File: src/rtl/core/acms_pkg.sv
// Shared types, codes and constants for the decimal accumulator machine.
package acms_pkg;

    localparam int MEM_WORDS_DEF = 32;
    localparam int RADIX         = 100;

    // Reciprocal of the radix: (x * DIV_RECIP) >> DIV_SHIFT equals x / 100 for any
    // unsigned x below 2**32, so it is exact for the 31-bit magnitude of a word.
    localparam logic [30:0] DIV_RECIP = 31'h51EB_851F;
    localparam int          DIV_SHIFT = 37;
    localparam int          PROD_W    = 62;
    localparam int          QUOT_W    = PROD_W - DIV_SHIFT;

    localparam logic [1:0] MODE_LOAD    = 2'd0;
    localparam logic [1:0] MODE_EXEC    = 2'd1;
    localparam logic [1:0] MODE_RESTART = 2'd2;
    localparam logic [1:0] MODE_READ    = 2'd3;

    localparam logic [2:0] ST_OK          = 3'd0;
    localparam logic [2:0] ST_HALTED      = 3'd1;
    localparam logic [2:0] ST_BAD_OPCODE  = 3'd2;
    localparam logic [2:0] ST_BAD_OPERAND = 3'd3;
    localparam logic [2:0] ST_BAD_PC      = 3'd4;

    localparam logic [5:0] OP_READ      = 6'd10;
    localparam logic [5:0] OP_WRITE     = 6'd11;
    localparam logic [5:0] OP_LOAD      = 6'd20;
    localparam logic [5:0] OP_STORE     = 6'd21;
    localparam logic [5:0] OP_ADD       = 6'd30;
    localparam logic [5:0] OP_SUBTRACT  = 6'd31;
    localparam logic [5:0] OP_BRANCHNEG = 6'd41;
    localparam logic [5:0] OP_HALT      = 6'd43;

    typedef struct packed {
        logic [1:0]         mode;
        logic [4:0]         address;
        logic signed [31:0] value;
    } t_item;

    typedef struct packed {
        logic [2:0]         status;
        logic               out_valid;
        logic signed [31:0] out_value;
        logic               input_used;
        logic [5:0]         pc_now;
        logic signed [31:0] acc_now;
        logic signed [31:0] read_data;
    } t_result;

    typedef enum logic [1:0] {
        RD_PC,
        RD_ADDR,
        RD_OPND
    } t_rd_src;

    typedef struct packed {
        logic    capture;
        logic    rd_en;
        t_rd_src rd_src;
        logic    mul_en;
        logic    dec_en;
        logic    exec_en;
        logic    load_en;
        logic    restart_en;
        logic    report_en;
    } t_ctl_cmd;

endpackage

File: src/rtl/core/accumulator_machine_step.sv
// Top level of the decimal accumulator machine: controller plus datapath.
//
// One command word goes in on start while busy is low; it is taken on that
// clock edge. The command either loads a memory word, executes one
// instruction at the program counter, clears pc and accumulator, or reads a
// memory word back. Every command yields exactly one result word on o_result,
// marked by o_done for a single cycle; the receiver cannot hold it off.
// Busy drops in the cycle that shows o_done, so a new command may be accepted
// there. Execute steps through the single memory port (fetch, then operand
// read and the write-back) and through the two-step reciprocal divide that
// splits the word into opcode and operand.
// Reset is synchronous and active low. It clears pc, accumulator and every
// memory word at once through per-word valid bits, so no clearing pass is
// needed and the block is ready in the first cycle after reset.
// Faults (bad pc, bad opcode, operand out of range) report a status and leave
// all state unchanged; halt reports halted and keeps pc on the halt word.
module accumulator_machine_step #(
    parameter int MEMORY_WORDS = acms_pkg::MEM_WORDS_DEF
) (
    input  logic              i_clk,
    input  logic              i_rst_n,
    input  logic              start,
    output logic              busy,
    input  acms_pkg::t_item   i_item,
    output logic              o_done,
    output acms_pkg::t_result o_result
);
    import acms_pkg::*;

    t_ctl_cmd cmd;

    // The controller sequences the steps; it sees only the mode of the word.
    acms_ctrl u_ctrl (
        .i_clk   (i_clk),
        .i_rst_n (i_rst_n),
        .i_start (start),
        .i_mode  (i_item.mode),
        .o_busy  (busy),
        .o_done  (o_done),
        .o_cmd   (cmd)
    );

    // The datapath owns all architectural state and the result register.
    acms_dpath #(
        .MEMORY_WORDS (MEMORY_WORDS)
    ) u_dpath (
        .i_clk    (i_clk),
        .i_rst_n  (i_rst_n),
        .i_cmd    (cmd),
        .i_item   (i_item),
        .o_result (o_result)
    );

    // A result is only ever shown while the block is ready for the next word.
    a_done_idle : assert property (@(posedge i_clk) disable iff (!i_rst_n)
        o_done |-> !busy)
        else $error("result strobe while busy");

    // An accepted word always starts work on the next cycle.
    a_accept_busy : assert property (@(posedge i_clk) disable iff (!i_rst_n)
        (start && !busy) |=> busy)
        else $error("accepted word did not start");

    // Status codes stay within the defined set.
    a_status_range : assert property (@(posedge i_clk) disable iff (!i_rst_n)
        o_done |-> (o_result.status <= ST_BAD_PC))
        else $error("status code out of range");

    // An emitted value comes only from a successful write instruction.
    a_write_ok : assert property (@(posedge i_clk) disable iff (!i_rst_n)
        (o_done && o_result.out_valid) |->
            (o_result.status == ST_OK && !o_result.input_used))
        else $error("output value with a fault or a read");

endmodule

File: src/rtl/core/acms_ctrl.sv
// Sequencing state machine of the accumulator machine.
module acms_ctrl (
    input  logic              i_clk,
    input  logic              i_rst_n,
    input  logic              i_start,
    input  logic [1:0]        i_mode,
    output logic              o_busy,
    output logic              o_done,
    output acms_pkg::t_ctl_cmd o_cmd
);
    import acms_pkg::*;

    typedef enum logic [3:0] {
        S_IDLE,
        S_FETCH,
        S_MUL,
        S_DEC,
        S_EXEC,
        S_LOAD,
        S_RESTART,
        S_RDMEM,
        S_REPORT
    } t_state;

    t_state r_state;
    t_state n_state;
    logic   r_done;

    always_comb begin
        n_state = r_state;
        case (r_state)
            S_IDLE: begin
                if (i_start) begin
                    case (i_mode)
                        MODE_LOAD:    n_state = S_LOAD;
                        MODE_EXEC:    n_state = S_FETCH;
                        MODE_RESTART: n_state = S_RESTART;
                        default:      n_state = S_RDMEM;
                    endcase
                end
            end
            S_FETCH:   n_state = S_MUL;
            S_MUL:     n_state = S_DEC;
            S_DEC:     n_state = S_EXEC;
            S_RDMEM:   n_state = S_REPORT;
            default:   n_state = S_IDLE;
        endcase
    end

    always_comb begin
        o_cmd        = '0;
        o_cmd.rd_src = RD_PC;
        case (r_state)
            S_IDLE:    o_cmd.capture = i_start;
            S_FETCH: begin
                o_cmd.rd_en  = 1'b1;
                o_cmd.rd_src = RD_PC;
            end
            S_MUL:     o_cmd.mul_en = 1'b1;
            S_DEC: begin
                o_cmd.dec_en = 1'b1;
                o_cmd.rd_en  = 1'b1;
                o_cmd.rd_src = RD_OPND;
            end
            S_EXEC:    o_cmd.exec_en = 1'b1;
            S_LOAD:    o_cmd.load_en = 1'b1;
            S_RESTART: o_cmd.restart_en = 1'b1;
            S_RDMEM: begin
                o_cmd.rd_en  = 1'b1;
                o_cmd.rd_src = RD_ADDR;
            end
            S_REPORT:  o_cmd.report_en = 1'b1;
            default:   o_cmd.capture = 1'b0;
        endcase
    end

    always_ff @(posedge i_clk) begin
        if (!i_rst_n) begin
            r_state <= S_IDLE;
            r_done  <= 1'b0;
        end else begin
            r_state <= n_state;
            // The result word lands in the datapath register on the same edge.
            r_done  <= (r_state != S_IDLE) && (n_state == S_IDLE);
        end
    end

    assign o_busy = (r_state != S_IDLE);
    assign o_done = r_done;

endmodule

File: src/rtl/core/acms_dpath.sv
// Datapath of the accumulator machine: memory, pc, accumulator, decoder, result.
module acms_dpath #(
    parameter int MEMORY_WORDS = acms_pkg::MEM_WORDS_DEF
) (
    input  logic               i_clk,
    input  logic               i_rst_n,
    input  acms_pkg::t_ctl_cmd i_cmd,
    input  acms_pkg::t_item    i_item,
    output acms_pkg::t_result  o_result
);
    import acms_pkg::*;

    localparam int AW = $clog2(MEMORY_WORDS);
    localparam int PW = $clog2(MEMORY_WORDS + 1);

    logic [31:0]             mem [MEMORY_WORDS];
    logic [MEMORY_WORDS-1:0] r_valid;
    logic [31:0]             r_mem_q;
    logic                    r_mem_ok;

    t_item              r_item;
    logic [PW-1:0]      r_pc;
    logic signed [31:0] r_acc;
    logic signed [31:0] r_word;
    logic [PROD_W-1:0]  r_prod;
    logic [5:0]         r_opc;
    logic [6:0]         r_opnd;
    logic [2:0]         r_dec_st;
    t_result            r_res;
    t_result            n_res;

    logic               pc_ok;
    logic               addr_ok;
    logic signed [31:0] mem_word;
    logic [AW-1:0]      rd_idx;
    logic               rd_ok;
    logic               wr_en;
    logic [AW-1:0]      wr_idx;
    logic [31:0]        wr_data;

    logic [QUOT_W-1:0]  quot;
    logic [30:0]        quot_x100;
    logic [30:0]        rem;
    logic [6:0]         opnd_c;
    logic [2:0]         dec_st_c;

    logic [PW-1:0]      pc_inc;
    logic [PW-1:0]      x_pc;
    logic signed [31:0] x_acc;
    logic               x_out_valid;
    logic               x_input_used;

    assign pc_ok    = 32'(r_pc) < MEMORY_WORDS;
    assign addr_ok  = 32'(r_item.address) < MEMORY_WORDS;
    assign mem_word = r_mem_ok ? $signed(r_mem_q) : 32'sd0;
    assign pc_inc   = r_pc + PW'(1);

    // Split the fetched word into opcode and operand.
    assign quot      = r_prod[PROD_W-1:DIV_SHIFT];
    assign quot_x100 = 31'(quot) * 31'(RADIX);
    assign rem       = r_word[30:0] - quot_x100;
    assign opnd_c    = rem[6:0];

    always_comb begin
        if (!pc_ok) begin
            dec_st_c = ST_BAD_PC;
        end else if (r_word[31]) begin
            dec_st_c = ST_BAD_OPCODE;
        end else if (quot == QUOT_W'(OP_HALT)) begin
            dec_st_c = ST_HALTED;
        end else if (32'(opnd_c) >= MEMORY_WORDS) begin
            dec_st_c = ST_BAD_OPERAND;
        end else if (quot inside {QUOT_W'(OP_READ), QUOT_W'(OP_WRITE), QUOT_W'(OP_LOAD),
                                  QUOT_W'(OP_STORE), QUOT_W'(OP_ADD),
                                  QUOT_W'(OP_SUBTRACT), QUOT_W'(OP_BRANCHNEG)}) begin
            dec_st_c = ST_OK;
        end else begin
            dec_st_c = ST_BAD_OPCODE;
        end
    end

    always_comb begin
        case (i_cmd.rd_src)
            RD_PC: begin
                rd_idx = AW'(r_pc);
                rd_ok  = pc_ok;
            end
            RD_ADDR: begin
                rd_idx = AW'(r_item.address);
                rd_ok  = addr_ok;
            end
            RD_OPND: begin
                rd_idx = AW'(opnd_c);
                rd_ok  = (dec_st_c == ST_OK);
            end
            default: begin
                rd_idx = '0;
                rd_ok  = 1'b0;
            end
        endcase
    end

    // Instruction execution; faults leave pc and accumulator alone.
    always_comb begin
        x_pc         = r_pc;
        x_acc        = r_acc;
        x_out_valid  = 1'b0;
        x_input_used = 1'b0;
        if (r_dec_st == ST_OK) begin
            x_pc = pc_inc;
            case (r_opc)
                OP_READ:     x_input_used = 1'b1;
                OP_WRITE:    x_out_valid = 1'b1;
                OP_LOAD:     x_acc = mem_word;
                OP_ADD:      x_acc = r_acc + mem_word;
                OP_SUBTRACT: x_acc = r_acc - mem_word;
                OP_BRANCHNEG: begin
                    if (r_acc[31]) begin
                        x_pc = PW'(r_opnd);
                    end
                end
                default:     x_pc = pc_inc;
            endcase
        end
    end

    always_comb begin
        wr_en   = 1'b0;
        wr_idx  = AW'(r_opnd);
        wr_data = r_item.value;
        if (i_cmd.load_en) begin
            wr_en  = addr_ok;
            wr_idx = AW'(r_item.address);
        end else if (i_cmd.exec_en && r_dec_st == ST_OK) begin
            if (r_opc == OP_READ) begin
                wr_en = 1'b1;
            end else if (r_opc == OP_STORE) begin
                wr_en   = 1'b1;
                wr_data = r_acc;
            end
        end
    end

    always_comb begin
        n_res           = '0;
        n_res.status    = ST_OK;
        n_res.pc_now    = 6'(r_pc);
        n_res.acc_now   = r_acc;
        if (i_cmd.restart_en) begin
            n_res.pc_now  = '0;
            n_res.acc_now = '0;
        end else if (i_cmd.report_en) begin
            n_res.read_data = mem_word;
        end else if (i_cmd.exec_en) begin
            n_res.status     = r_dec_st;
            n_res.out_valid  = x_out_valid;
            n_res.out_value  = x_out_valid ? mem_word : 32'sd0;
            n_res.input_used = x_input_used;
            n_res.pc_now     = 6'(x_pc);
            n_res.acc_now    = x_acc;
        end
    end

    always_ff @(posedge i_clk) begin
        if (!i_rst_n) begin
            r_pc    <= '0;
            r_acc   <= '0;
            r_valid <= '0;
        end else begin
            if (i_cmd.restart_en) begin
                r_pc  <= '0;
                r_acc <= '0;
            end else if (i_cmd.exec_en) begin
                r_pc  <= x_pc;
                r_acc <= x_acc;
            end
            if (wr_en) begin
                r_valid[wr_idx] <= 1'b1;
            end
        end
    end

    always_ff @(posedge i_clk) begin
        if (wr_en) begin
            mem[wr_idx] <= wr_data;
        end
    end

    always_ff @(posedge i_clk) begin
        if (i_cmd.rd_en) begin
            r_mem_q  <= mem[rd_idx];
            r_mem_ok <= rd_ok && r_valid[rd_idx];
        end
    end

    always_ff @(posedge i_clk) begin
        if (i_cmd.capture) begin
            r_item <= i_item;
        end
        if (i_cmd.mul_en) begin
            r_word <= mem_word;
            r_prod <= PROD_W'(mem_word[30:0]) * PROD_W'(DIV_RECIP);
        end
        if (i_cmd.dec_en) begin
            r_opc    <= 6'(quot);
            r_opnd   <= opnd_c;
            r_dec_st <= dec_st_c;
        end
        if (i_cmd.load_en || i_cmd.restart_en || i_cmd.report_en || i_cmd.exec_en) begin
            r_res <= n_res;
        end
    end

    assign o_result = r_res;

endmodule
File: config.mk
export PLATFORM = sky130hd
export DESIGN_NAME = accumulator_machine_step
export DESIGN_NICKNAME = d
export VERILOG_FILES = /design/src/rtl/core/acms_pkg.sv /design/src/rtl/core/accumulator_machine_step.sv /design/src/rtl/core/acms_ctrl.sv /design/src/rtl/core/acms_dpath.sv
export SDC_FILE = /design/constraint.sdc
export NUM_CORES = 2
export LEC_CHECK = 0
export BUFFER_PORTS_ARGS = -buffer_cell sky130_fd_sc_hd__buf_2
export CAP_MARGIN = 25
export CORE_MARGIN = 5
export CORE_UTILIZATION = 55
export DETAILED_ROUTE_END_ITERATION = 10
export PLACE_DENSITY = 0.71
export SYNTH_ARGS = -nofsm -noshare
export SYNTH_HDL_FRONTEND = slang
export SYNTH_SLANG_ARGS = --single-unit
File: constraint.sdc
create_clock -name i_clk -period 17.6 [get_ports i_clk]
set_input_delay 0.88 -clock i_clk [delete_from_list [all_inputs] [get_ports i_clk]]
set_output_delay 0.88 -clock i_clk [all_outputs]
set_load 0.02 [all_outputs]
Yosys cells after proc, flatten, opt, wreduce, memory -nomap -nowiden
Memory sizes are Yosys's and may differ from the RTL's. A register that Yosys moved wholly into a read port is not among the register bits.
Cells that the tools add are included.

storage, ports and cells
  register bits after elaboration = 329
  bits in writable memories = 1024
  input port bits = 42
  output and inout port bits = 109
  memories kept = 1

cells by class
  add/sub/neg operators = 4
  $mul = 2
  order comparisons = 5
  equal/unequal tests = 27
  mux-type cells = 44
  bitwise operators = 6
  reductions and logical operators = 20

memory list
  name         words  width  rd ports  clocked after Yosys merged registers in  write ports  RTL line          source
  u_dpath.mem  32     32     1         1                                        1            acms_dpath.sv:16  logic [31:0] mem [MEMORY_WORDS];

operator list
  cell                    count
  $mux 32                 6
  $eq 25x5->1 const B     4
  $pmux 32 s3             1
  $mux 38                 2
  $mul 31x31->62 const B  1
  $eq 25x4->1 const B     2
  $eq 25x6->1 const B     2
  $add 32x32->32          1
  $or 32x32->32           1
  $sub 32x32->32          1
  $mul 25x5->5 const B    1
  $eq 6x5->1 const B      4
  $pmux 4 s5              1
  $mux 1                  18
  $mux 6                  3
  $pmux 3 s3              2
  $eq 4x3->1 const B      4
  $pmux 5 s3              1
  $eq 6x4->1 const B      2
  $lt 5x6->1 const B      2
  $mux 3                  4
  $eq 4x2->1 const B      2
  $logic_not 4->1         2
  $reduce_or 4->1         2
  other kinds (25)        39

Logic depth before layout (Yosys ltp)
  depth in word-level cells = 10
  depth in mapped cells = 30

Hierarchy
A second synthesis with hierarchy kept.

unflattened totals
  cell total of the unflattened synthesis = 5776
  area, all modules = 71578.6 µm²

modules (own cells, without submodules)
  module      times used  cells an instance  area an instance (µm²)
  acms_dpath  1           5741               71274.6
  acms_ctrl   1           35                 304.0

Worst setup path after synthesis
No wires, ideal clock.

  kind = reg-to-reg
  start = register u_dpath.r_mem_ok
  end = register u_dpath.r_prod[59], data pin
  data arrival time = 7399 ps
  required time = 17342 ps
  path slack = 9943 ps
  stages on the path, launching flop included = 28
  clock period less this slack = 7657 ps
  path through = edfxtp_1 -> clkbuf_1 -> clkbuf_1 -> buf_1 -> nand2_1 -> inv_1 -> ha_1 -> inv_1 -> fa_1 -> inv_1 -> fa_1 -> fa_1 -> fa_1 -> fa_1 -> fa_1 -> inv_1 -> fa_1 -> inv_1 -> ha_1 -> nand4_1 -> nor4_1 -> a221oi_1 -> a31oi_1 -> o21ai_0 -> a2111oi_0 -> o31a_1 -> nor2_1 -> xnor2_1

between the ends
  longest elaborated chain between the ends = 2

ends and longest elaborated chain
  what                            RTL line           source
  from (decl)                     acms_dpath.sv:19   logic r_mem_ok;
  from (signal assigned)          acms_dpath.sv:192  r_mem_ok <= rd_ok && r_valid[rd_idx];
  $mux 32                         acms_dpath.sv:55   assign mem_word = r_mem_ok ? $signed(r_mem_q) : 32'sd0;
  named net u_dpath.mem_word[14]  acms_dpath.sv:34   logic signed [31:0] mem_word;
  $mul 31x31->62                  acms_dpath.sv:202  r_prod <= PROD_W'(mem_word[30:0]) * PROD_W'(DIV_RECIP);
  to (signal assigned)            acms_dpath.sv:202
  to (decl)                       acms_dpath.sv:25   logic [PROD_W-1:0] r_prod;

The timed path passes the listed nets, and every way through them passes these cells.
A chain may end at the register's enable or synchronous reset.

Worst setup path in the final report
Same ends and word-level chain as after synthesis.

==> metrics.txt <==
vias in the first global route 42.2k; Multi-input gate area 28,400 um2; Post-Synth Adder-Cell Area 0.179; max_slew headroom 0.229; area delta synth->final 11.1%; Clock Skew 33.3 ps; Period minus WS final 9080 ps; Hold WC Path Type input port to register; Startpoint Class register; R2R depth 24; Achievable Freq 110 MHz; Synth area leader edfxtp_1; CTS-repair resized insts 0; Die Y 367 um; Worst Setup End Kind register; post-synthesis simple-gate area fraction 0.0504; IO Pins 151; Post-synth EDFFs 1,249; worst reg2reg startpoint u_dpath.r_mem_ok; share of layout cells above drive strength 1 0.164; post-synth cell types 75; Final Slew Violations 0; xor/xnor share of the synthesized area 0.0150; Hold-fix buffers, CTS 0; syn_nets 5,570; hold slack final 273 ps; Placer Congestion 0.998; total CTS buffers 136; setup repair after global routing missed its margin false; Mapped Cells 4,739; flops & latches, synth 1,324; critical path arrival 9590 ps; top post-synthesis cells by count 1,249 x edfxtp_1, 614 x inv_1, 430 x ha_1; mux cell area share after synthesis 0.106; DR DRC count 0; RR Endpoint u_dpath.r_prod[59]; top-count cell post-synth edfxtp_1; dpl cell area 73,100 um2; via count 41.6k; TritonRoute pass-1 iters 8; Synth Area in Compound Gates 0.0489; Routed WL 200,000 um; overall routing resource usage 0.295; post-DR wirelength/cell 29.8 um; Starting Density 0.552; total core area 127,000 um2; global-route wire length before repair 288,000 um; Port Buffers 150; nets@finish 5,774; Worst-Skew Late Latency 790 ps; Vias/cell 6.20; Worst Setup Path Type register to register; Synth top area share 0.535; sequential area share after synthesis 0.557; CTS clock-pin slew for the worst setup and hold paths 60 ps; CTS tree built; row count 131; post-route setup slack 8520 ps; R2R setup slack 8520 ps; # H-tree levels 4; post-route ant nets 0; final critical-path share of the clock period 0.516; status finished clean; synth top area cells edfxtp_1 54%, fa_1 10%, mux4_2 8.5%, ha_1 7.7%, inv_1 3.3%; Hold Fails Final Rpt 0; leak pwr 31.3 nW; Design Power 12.8 mW; largest net degree at the start of global routing 152; Slew @ Worst Pin 1160 ps; Layout fillers 9,360; setup TNS 0 ps; max_cap viols 0; post-CTS setup buffers 0; die width 367 um; critical path data required time 18,110 ps; Root Driver clkbuf_16; top_reg_cell synth edfxtp_1; Detailed Place HPWL 138,000 um; FFs w/ async S/R, synth 0; CTS Sinks 1,324; largest family of logic cells by synthesized area adder cells; Finished Cell Area 77,900 um2; Power Dens Cells 164 nW/um2; mapped cell area 70,100 um2; die area 135,000 um2; crit path from u_dpath.r_mem_ok; maximum VDD drop 0.309 mV; maximum clock path buffer count 3; Setup violations, final 0; grt total ovfl 0; CP max FO 70; dpl ws 8600 ps; synthesized area per cell 14.8 um2; antenna violations before repair 12; Sequential Area 39,000 um2; capture point of the critical path u_dpath.r_prod[59]; yosys warns 0; Iter 0 DRT Violations 5,034
layout by cell type (no fill, tap or decap), drive strengths merged, types with 88 or more instances in the layout:
cell and instances:
buf 241, edfxtp 1249, nor2 267, inv 620
nand2 268, xnor2 88, ha 430, o21ai 115
clkbuf 182, mux4 264, fa 359, a21oi 144
worst min-delay path by stage:
stage                     depth (start not counted)  slack, ps                  end                start
after floorplan                                   0        430    u_dpath.r_opnd[0]    u_dpath.r_prod[0]
after global placement                            1        440  u_dpath.r_valid[25]  u_dpath.r_valid[25]
after detailed placement                          1        450  u_dpath.r_valid[21]  u_dpath.r_valid[21]
after CTS                                         1        230   u_dpath.r_item[22]           i_item[22]
after global routing                              1        240   u_dpath.r_item[22]           i_item[22]
final                                             1        270   u_dpath.r_item[22]           i_item[22]
per-stage QoR:
step	instances	utilization
floorplan	4739	-
global placement	6442	0.575
detailed placement	6449	0.576
CTS	6689	0.609
global route	6707	0.613
finish	6708	0.613
report_power, final:
part	internal [mW]	leakage, nW	switching, mW
clock network	1.55	2.06	1.22
registers	3.68	11.9	0.0768
logic	2.35	17.3	3.92
logic make-up (layout without fill, tap and decap cells):
family	Yosys count	count (layout)
flip-flops	1324	1324
other	0	1
AO/OA/AOI/OAI	535	535
adder cells (fa/ha/maj)	789	789
XOR/XNOR	120	120
multiplexers	404	404
AND/OR/NAND/NOR	778	778
buffers and inverters	789	1095
state kept, by name, indices dropped and copies added (netlist names):
name and count:
u_ctrl.o_done 1, u_ctrl.r_state 4, u_dpath.mem 1024, u_dpath.o_result 107, u_dpath.r_acc 32, u_dpath.r_dec_st 3
u_dpath.r_item 37, u_dpath.r_mem_ok 1, u_dpath.r_mem_q 32, u_dpath.r_opc 6, u_dpath.r_opnd 6, u_dpath.r_pc 6
u_dpath.r_prod 26, u_dpath.r_valid 32, u_dpath.r_word 7
final cells by class:
cell class                      count  area share
Sequential cell                  1324       0.501
Multi-Input combinational cell   2626       0.364
Clock buffer                      182      0.0476
Inverter                          614      0.0296
Tap cell                         1662      0.0267
Timing Repair Buffer              241      0.0241
Clock inverter                     58     0.00693
Antenna cell                        1   0.0000321
critical path, stage by stage (launching register included):
cell	delay (ps)
edfxtp_1	320
buf_4	630
nand2_1	620
inv_1	650
fa_1	570
fa_1	500
inv_1	50
fa_1	580
inv_1	80
fa_1	490
fa_1	500
fa_1	490
inv_1	50
fa_1	470
inv_1	40
ha_1	420
nand3_1	240
nor4_1	300
nand4_1	130
a221oi_1	310
o21ai_0	340
a2111oi_0	640
o31a_1	210
nor2_1	50
xnor2_1	120
metal layers:
metal | vias to the layer above | routed length (um) | global-route usage
li1 | 17700 | - | -
met1 | 21300 | 77700 | 0.402
met2 | 2142 | 94900 | 0.473
met3 | 418 | 19500 | 0.0713
met4 | 6 | 7450 | 0.102
met5 | - | 51 | 0
No activity file was read; power rests on OpenSTA's default activity.
